`config.mk`:
```
export PLATFORM = sky130hd
export DESIGN_NAME = murmur2_bucket_hash
export DESIGN_NICKNAME = d
export VERILOG_FILES = /design/src/hw/rtl/mbh_pkg.sv /design/src/hw/rtl/mbh_ctrl.sv /design/src/hw/rtl/mbh_datapath.sv /design/src/hw/rtl/murmur2_bucket_hash.sv
export SDC_FILE = /design/constraint.sdc
export NUM_CORES = 1
export LEC_CHECK = 0
export BUFFER_PORTS_ARGS = -buffer_cell sky130_fd_sc_hd__buf_2
export CAP_MARGIN = 40
export CORE_MARGIN = 4
export CORE_UTILIZATION = 29
export DETAILED_ROUTE_END_ITERATION = 8
export HOLD_SLACK_MARGIN = 0.15
export PLACE_DENSITY = 0.44
export RECOVER_POWER = 25
export SLEW_MARGIN = 20
export SYNTH_ARGS = -nofsm -noshare
export SYNTH_HDL_FRONTEND = slang
export SYNTH_HIERARCHICAL = 1
export SYNTH_SLANG_ARGS = --single-unit
```
`constraint.sdc`:
```
create_clock -name aclk -period 9.98 [get_ports aclk]
set_input_delay 0.499 -clock aclk [delete_from_list [all_inputs] [get_ports aclk]]
set_output_delay 0.499 -clock aclk [all_outputs]
set_load 0.02 [all_outputs]
```
`src/hw/rtl/mbh_pkg.sv`:
```
// Shared types and constants for the MurmurHash2 bucket hash block.
`default_nettype none
package mbh_pkg;

    // Field widths
    localparam int BYTE_W   = 8;
    localparam int LEN_W    = 16;
    localparam int HASH_W   = 32;
    localparam int BUCKET_W = 10;
    localparam int POS_W    = 2;

    // Packed stream widths (whole bytes)
    localparam int S_DATA_W = 24;
    localparam int M_DATA_W = 48;

    // MurmurHash2 mixing constants
    localparam logic [HASH_W-1:0] MIX_M  = 32'h5bd1_e995;
    localparam int                MIX_R  = 24;
    localparam int                FIN_R1 = 13;
    localparam int                FIN_R2 = 15;

    // Bucket table size, a power of two
    localparam logic [HASH_W-1:0] TABLE_SIZE = 32'd1024;

    // Controller states
    typedef enum logic [2:0] {
        ST_IDLE,
        ST_MUL_K1,
        ST_MUL_K2,
        ST_MUL_H,
        ST_TAIL,
        ST_AVAL,
        ST_EMIT
    } state_t;

    // Datapath operations
    typedef enum logic [2:0] {
        OP_NONE,
        OP_LOAD,
        OP_K1,
        OP_K2,
        OP_HMIX,
        OP_TAIL,
        OP_AVAL,
        OP_EMIT
    } op_t;

    // Controller to datapath
    typedef struct packed {
        op_t op;
    } cmd_t;

    // Datapath to controller
    typedef struct packed {
        logic zero_len;   // incoming item opens an empty key
        logic word_full;  // incoming byte completes a 4-byte word
        logic out_busy;   // output register holds an untaken result
    } status_t;

endpackage
`default_nettype wire

```
`src/hw/rtl/mbh_ctrl.sv`:
```
// Sequencing state machine for the MurmurHash2 bucket hash block.
`default_nettype none
module mbh_ctrl (
    input  wire logic             aclk,
    input  wire logic             aresetn,
    input  wire logic             s_tvalid,
    input  wire logic             s_tlast,
    output logic                  s_tready,
    input  wire mbh_pkg::status_t status,
    output mbh_pkg::cmd_t         cmd
);

    mbh_pkg::state_t state_reg, state_next;
    logic            fin_reg, fin_next;
    logic            accept;

    assign accept = s_tvalid && (state_reg == mbh_pkg::ST_IDLE);

    // State and pending-finish registers
    always_ff @(posedge aclk) begin
        if (!aresetn) begin
            state_reg <= mbh_pkg::ST_IDLE;
            fin_reg   <= 1'b0;
        end else begin
            state_reg <= state_next;
            fin_reg   <= fin_next;
        end
    end

    // Next state
    always_comb begin
        state_next = state_reg;
        fin_next   = fin_reg;
        unique case (state_reg)
            mbh_pkg::ST_IDLE: begin
                if (accept) begin
                    fin_next = s_tlast;
                    if (status.zero_len) begin
                        state_next = mbh_pkg::ST_AVAL;
                    end else if (status.word_full) begin
                        state_next = mbh_pkg::ST_MUL_K1;
                    end else if (s_tlast) begin
                        state_next = mbh_pkg::ST_TAIL;
                    end
                end
            end
            mbh_pkg::ST_MUL_K1: state_next = mbh_pkg::ST_MUL_K2;
            mbh_pkg::ST_MUL_K2: state_next = mbh_pkg::ST_MUL_H;
            mbh_pkg::ST_MUL_H: begin
                state_next = fin_reg ? mbh_pkg::ST_AVAL : mbh_pkg::ST_IDLE;
            end
            mbh_pkg::ST_TAIL:   state_next = mbh_pkg::ST_AVAL;
            mbh_pkg::ST_AVAL:   state_next = mbh_pkg::ST_EMIT;
            mbh_pkg::ST_EMIT: begin
                if (!status.out_busy) begin
                    state_next = mbh_pkg::ST_IDLE;
                end
            end
            default: state_next = mbh_pkg::ST_IDLE;
        endcase
    end

    // Outputs
    always_comb begin
        s_tready = 1'b0;
        cmd.op   = mbh_pkg::OP_NONE;
        unique case (state_reg)
            mbh_pkg::ST_IDLE: begin
                s_tready = 1'b1;
                if (accept) begin
                    cmd.op = mbh_pkg::OP_LOAD;
                end
            end
            mbh_pkg::ST_MUL_K1: cmd.op = mbh_pkg::OP_K1;
            mbh_pkg::ST_MUL_K2: cmd.op = mbh_pkg::OP_K2;
            mbh_pkg::ST_MUL_H:  cmd.op = mbh_pkg::OP_HMIX;
            mbh_pkg::ST_TAIL:   cmd.op = mbh_pkg::OP_TAIL;
            mbh_pkg::ST_AVAL:   cmd.op = mbh_pkg::OP_AVAL;
            mbh_pkg::ST_EMIT: begin
                if (!status.out_busy) begin
                    cmd.op = mbh_pkg::OP_EMIT;
                end
            end
            default: cmd.op = mbh_pkg::OP_NONE;
        endcase
    end

endmodule
`default_nettype wire

```
`src/hw/rtl/mbh_datapath.sv`:
```
// Byte packing, shared multiplier and result register for the hash block.
`default_nettype none
module mbh_datapath (
    input  wire logic                            aclk,
    input  wire logic                            aresetn,
    input  wire logic [mbh_pkg::S_DATA_W-1:0]    s_tdata,
    input  wire logic                            m_tready,
    output logic                                 m_tvalid,
    output logic [mbh_pkg::M_DATA_W-1:0]         m_tdata,
    input  wire mbh_pkg::cmd_t                   cmd,
    output mbh_pkg::status_t                     status
);

    logic [mbh_pkg::HASH_W-1:0]   hash_reg, hash_next;
    logic [mbh_pkg::HASH_W-1:0]   word_reg, word_next;
    logic [mbh_pkg::HASH_W-1:0]   k_reg, k_next;
    logic [mbh_pkg::POS_W-1:0]    pos_reg, pos_next;
    logic                         in_key_reg, in_key_next;
    logic [mbh_pkg::HASH_W-1:0]   out_hash_reg, out_hash_next;
    logic [mbh_pkg::BUCKET_W-1:0] out_bucket_reg, out_bucket_next;
    logic                         out_valid_reg, out_valid_next;

    logic [mbh_pkg::BYTE_W-1:0]   in_byte;
    logic [mbh_pkg::LEN_W-1:0]    in_len;
    logic [mbh_pkg::POS_W-1:0]    eff_pos;
    logic [mbh_pkg::HASH_W-1:0]   eff_word;
    logic [mbh_pkg::HASH_W-1:0]   byte_shifted;
    logic [mbh_pkg::HASH_W-1:0]   mul_a;
    logic [mbh_pkg::HASH_W-1:0]   product;
    logic [mbh_pkg::HASH_W-1:0]   hash_fin;
    logic [mbh_pkg::HASH_W-1:0]   bucket_wide;

    assign in_byte = s_tdata[mbh_pkg::BYTE_W-1:0];
    assign in_len  = s_tdata[mbh_pkg::BYTE_W +: mbh_pkg::LEN_W];

    // A new key starts from an empty word
    assign eff_pos      = in_key_reg ? pos_reg : '0;
    assign eff_word     = in_key_reg ? word_reg : '0;
    assign byte_shifted = {{(mbh_pkg::HASH_W-mbh_pkg::BYTE_W){1'b0}}, in_byte}
                          << {eff_pos, 3'b000};

    assign status.zero_len  = !in_key_reg && (in_len == '0);
    assign status.word_full = (eff_pos == 2'd3);
    assign status.out_busy  = out_valid_reg && !m_tready;

    // Shared multiplier operand select; the other factor is always MIX_M
    always_comb begin
        case (cmd.op)
            mbh_pkg::OP_K1:   mul_a = word_reg;
            mbh_pkg::OP_K2:   mul_a = k_reg ^ (k_reg >> mbh_pkg::MIX_R);
            mbh_pkg::OP_HMIX: mul_a = hash_reg;
            mbh_pkg::OP_TAIL: mul_a = hash_reg ^ word_reg;
            mbh_pkg::OP_AVAL: mul_a = hash_reg ^ (hash_reg >> mbh_pkg::FIN_R1);
            default:          mul_a = hash_reg;
        endcase
    end

    assign product     = mul_a * mbh_pkg::MIX_M;
    assign hash_fin    = hash_reg ^ (hash_reg >> mbh_pkg::FIN_R2);
    assign bucket_wide = hash_fin % mbh_pkg::TABLE_SIZE;

    // Next-state values per operation
    always_comb begin
        hash_next       = hash_reg;
        word_next       = word_reg;
        k_next          = k_reg;
        pos_next        = pos_reg;
        in_key_next     = in_key_reg;
        out_hash_next   = out_hash_reg;
        out_bucket_next = out_bucket_reg;
        out_valid_next  = out_valid_reg && !m_tready;
        case (cmd.op)
            mbh_pkg::OP_LOAD: begin
                if (!in_key_reg) begin
                    hash_next = {{(mbh_pkg::HASH_W-mbh_pkg::LEN_W){1'b0}}, in_len};
                end
                word_next   = eff_word | byte_shifted;
                pos_next    = eff_pos + 2'd1;
                in_key_next = 1'b1;
            end
            mbh_pkg::OP_K1: k_next = product;
            mbh_pkg::OP_K2: k_next = product;
            mbh_pkg::OP_HMIX: begin
                hash_next = product ^ k_reg;
                word_next = '0;
                pos_next  = '0;
            end
            mbh_pkg::OP_TAIL: hash_next = product;
            mbh_pkg::OP_AVAL: hash_next = product;
            mbh_pkg::OP_EMIT: begin
                out_hash_next   = hash_fin;
                out_bucket_next = bucket_wide[mbh_pkg::BUCKET_W-1:0];
                out_valid_next  = 1'b1;
                in_key_next     = 1'b0;
            end
            default: ;
        endcase
    end

    // Control registers
    always_ff @(posedge aclk) begin
        if (!aresetn) begin
            in_key_reg    <= 1'b0;
            out_valid_reg <= 1'b0;
            pos_reg       <= '0;
        end else begin
            in_key_reg    <= in_key_next;
            out_valid_reg <= out_valid_next;
            pos_reg       <= pos_next;
        end
    end

    // Payload registers
    always_ff @(posedge aclk) begin
        hash_reg       <= hash_next;
        word_reg       <= word_next;
        k_reg          <= k_next;
        out_hash_reg   <= out_hash_next;
        out_bucket_reg <= out_bucket_next;
    end

    assign m_tvalid = out_valid_reg;
    assign m_tdata  = {{(mbh_pkg::M_DATA_W-mbh_pkg::HASH_W-mbh_pkg::BUCKET_W){1'b0}},
                       out_bucket_reg, out_hash_reg};

endmodule
`default_nettype wire

```
`src/hw/rtl/murmur2_bucket_hash.sv`:
```
// Top level: 32-bit MurmurHash2 (seed 0) over byte-serial keys, with bucket index.
// A byte that leaves its word open is only packed; one that completes it is mixed in by three
// passes through the one shared 32x32 multiplier. After the last byte is accepted, m_tvalid rises
// once the remaining steps are done (tail mix if 1-3 bytes pending, avalanche, emit), later while
// an earlier result is still untaken.
// A new byte is accepted only in the idle state, so input stalls while a word or result is in work.
// Reset (aresetn low, synchronous) empties the key state and the output register.
`default_nettype none
module murmur2_bucket_hash (
    input  wire logic                          aclk,
    input  wire logic                          aresetn,
    input  wire logic                          s_tvalid,
    output logic                               s_tready,
    input  wire logic [mbh_pkg::S_DATA_W-1:0]  s_tdata,   // [7:0] byte_value, [23:8] string_length
    input  wire logic                          s_tlast,   // last_byte
    output logic                               m_tvalid,
    input  wire logic                          m_tready,
    output logic [mbh_pkg::M_DATA_W-1:0]       m_tdata    // [31:0] hash_value, [41:32] bucket_index
);

    mbh_pkg::cmd_t    cmd;
    mbh_pkg::status_t status;

    mbh_ctrl u_ctrl (
        .aclk     (aclk),
        .aresetn  (aresetn),
        .s_tvalid (s_tvalid),
        .s_tlast  (s_tlast),
        .s_tready (s_tready),
        .status   (status),
        .cmd      (cmd)
    );

    mbh_datapath u_datapath (
        .aclk     (aclk),
        .aresetn  (aresetn),
        .s_tdata  (s_tdata),
        .m_tready (m_tready),
        .m_tvalid (m_tvalid),
        .m_tdata  (m_tdata),
        .cmd      (cmd),
        .status   (status)
    );

endmodule
`default_nettype wire

```
==> results.cfg <==
[status]
status = finished clean

[worst_hold_path]
hp-class = in -> reg

[cts]
cts_buffers = 17
cts_tree = done
cts-hold-fix-buffers = 0
clock_sinks = 136
clk_pin_slew_ns = 0.05
ctsHtreeMaxLevel = 4
postCtsSetupRepairBufs = 0
clk_latency_ns = 0.45
cts_resized = 0
cts_buffer_depth = 2
root_buffer = clkbuf_16

[worst_setup_path]
path_max_fanout = 31
cp.required_ns = 10.17
critPathArrivalTime_ns = 9.45
crit_path_end_kind = register
path_buf_inv = 8
r2r_cells = 30
r2r_slack_ns = 0.72
cp.depth = 30
cp-startpoint = u_ctrl/state_reg[1]
crit_top_cell = fa_1
critical_path.max_stage_delay_ns = 0.60
crit_family = adder cells
startpoint_type = register
timing.rr.end = u_datapath/hash_reg[31]
crit_end = u_datapath/hash_reg[31]
critical_path_class = reg -> reg
reg2reg_from = u_ctrl/state_reg[1]
cp_slowest_cell = dfxtp_1

[cells_and_area]
layout_common_cells = 390 x inv_1, 216 x ha_1, 180 x fa_1
fillers = 5837
final_core_util = 0.329
stdcell_area_mm2 = 0.0186
area_growth_pct = 11.6
final_nets = 2174
num_antenna_cells = 0
mostFrequentLayoutCell = inv_1
instances_no_fill = 2515
layout-drive-gt1-share = 0.0841

[timing]
max_freq_mhz = 108
setup_viol = 0
worst_pin_slew_ns = 0.792
fin_skew_ns = 0.00748
period_share = 0.927
hold_viol = 0
rsz0062_at_grt = false
period_needed_ns = 9.26
setup_tns_ns = 0
report.final.slew_viol_count = 0
relSlewSlack = 0.469

[logic_synthesis]
postSynthAreaPerCell_um2 = 10.0
synthArstFlopShare = 0
synth_compound_area_frac = 0.129
synth_fa_ha_area_frac = 0.378
synth_xor_area_frac = 0.0609
synthSimpleGateAreaFrac = 0.0719
synth_cell_types = 77
syn-instance-count = 1662
synth_edf_count = 128
synth_flop_cell = edfxtp_1
synth_top_family_by_area = adder cells
yosys_warnings = 6
seq_area_frac_synth = 0.240
syn_area_mm2 = 0.0167
synthMuxAreaShare = 0.0107
ys_ff_latch = 136

[global_route]
met3_usage = 0.0138
grt_use_total = 0.180
grt_max_degree = 34
grt_first_pass_wirelength_um = 81400
globalRouteMet2Util = 0.305
first_global_vias = 12486
globalRouteOverflowTotal = 0
use_met1 = 0.252
antenna_found_initial = 0
grt.busiest_layer = met2

[placement]
place_area_mm2 = 0.0181
dp_cells = 2485
io_buffer_count = 72
gp_congestion = 0.888
dp_hpwl_um = 45800

[die]
dieWidth_um = 248
num_io_pins = 79
initial_core_util = 0.294
fp.dieArea_mm2 = 0.0615
coreArea_mm2 = 0.0567
fp-row-count = 87
die_h_um = 248

[route]
ant_nets = 0
drt_wl_total_um = 54300
num_vias = 12000
wire_per_inst_um = 21.6
drcViolationCount = 0
firstDrtPassIters = 5
viasPerCell = 4.77
drtIter0Drc = 795

[flow_run]
maxCapViolCount = 0
[cells in the mapped netlist, types with 4 or more instances]
library cell / instances / area share
inv_1: 390 / 0.088
ha_1: 216 / 0.16
fa_1: 180 / 0.22
edfxtp_1: 128 / 0.23
o21ai_0: 75 / 0.022
nand2_1: 74 / 0.017
a21oi_1: 64 / 0.019
xnor2_1: 60 / 0.031
nor2_1: 53 / 0.012
clkbuf_1: 37 / 0.0083
xor2_1: 36 / 0.019
a22o_1: 25 / 0.013
nand3_1: 24 / 0.0072
o211ai_1: 20 / 0.0090
buf_4: 18 / 0.0081
nand2b_1: 18 / 0.0067
nor2b_1: 17 / 0.0064
o21a_1: 15 / 0.0067
a221o_1: 13 / 0.0078
a32oi_1: 13 / 0.0068
a21o_1: 11 / 0.0049
mux2i_1: 10 / 0.0060
a32o_1: 9 / 0.0054
a22oi_1: 8 / 0.0036
a311o_1: 8 / 0.0048
dfxtp_1: 8 / 0.0096
and2_1: 7 / 0.0026
mux2_2: 7 / 0.0047
o221ai_1: 7 / 0.0037
a211oi_1: 6 / 0.0027
a31oi_1: 6 / 0.0022
buf_6: 6 / 0.0040
or2_2: 6 / 0.0022
nor3_1: 5 / 0.0015
xnor3_1: 5 / 0.0067
a21boi_0: 4 / 0.0018
a21oi_2: 4 / 0.0021
and3_1: 4 / 0.0015
buf_1: 4 / 0.00090
nand4_1: 4 / 0.0015
nor4_1: 4 / 0.0015
[logic make-up after synthesis]
family / after synthesis
xor gates and xnor gates: 104
muxes: 17
other: 1
and+or+nand+nor: 240
AOI/OAI and AO/OA: 311
adders and majority gates: 396
buffers and inverters: 457
DFF: 136
[cell type report]
class / count / area, um2 / share of cell area
clock inverters: 9 / 105 / 0.00564
repair buffers: 130 / 756 / 0.0405
flip-flops and latches: 136 / 4000 / 0.215
multi-input cells: 1074 / 10900 / 0.586
well taps: 756 / 946 / 0.0507
clock buffers: 20 / 437 / 0.0234
inverters: 390 / 1460 / 0.0785
[worst register-to-register path, delay by kind of cell, from the launching register on]
kind | cells | cell delay, ns
xor+xnor | 3 | 0.51
fa+ha+maj | 9 | 4.09
flops | 1 | 0.60
buf+inv | 8 | 1.34
simple gates | 4 | 0.96
compound gates | 6 | 1.50
[through the flow]
stage / worst slack, ns / hold WS [ns]
2_1_floorplan: 0.883 / 0.454
3_3_place_gp: 0.648 / 0.468
3_5_place_dp: 0.602 / 0.477
4_1_cts: 0.714 / 0.301
5_1_grt: 0.240 / 0.345
6_report: 0.725 / 0.319
[metal layers]
metal | wire (um) | vias to the layer above
li1 | - | 5679
met1 | 25900 | 6042
met2 | 25900 | 235
met3 | 1530 | 44
met4 | 1020 | 0
met5 | 0 | -
[worst min path at each step]
stage                                startpoint  depth (start not counted)                     to
after floorplan           u_datapath/pos_reg[0]                          2  u_datapath/pos_reg[0]
after global placement    u_datapath/pos_reg[0]                          2  u_datapath/pos_reg[0]
after detailed placement  u_datapath/pos_reg[0]                          2  u_datapath/pos_reg[0]
after CTS                               s_tlast                          2         u_ctrl/fin_reg
after global routing                    s_tlast                          2         u_ctrl/fin_reg
final                                   s_tlast                          2         u_ctrl/fin_reg
Power is not shown: default switching activity piles up to over one toggle a cycle in this logic, so the estimate is an artifact.
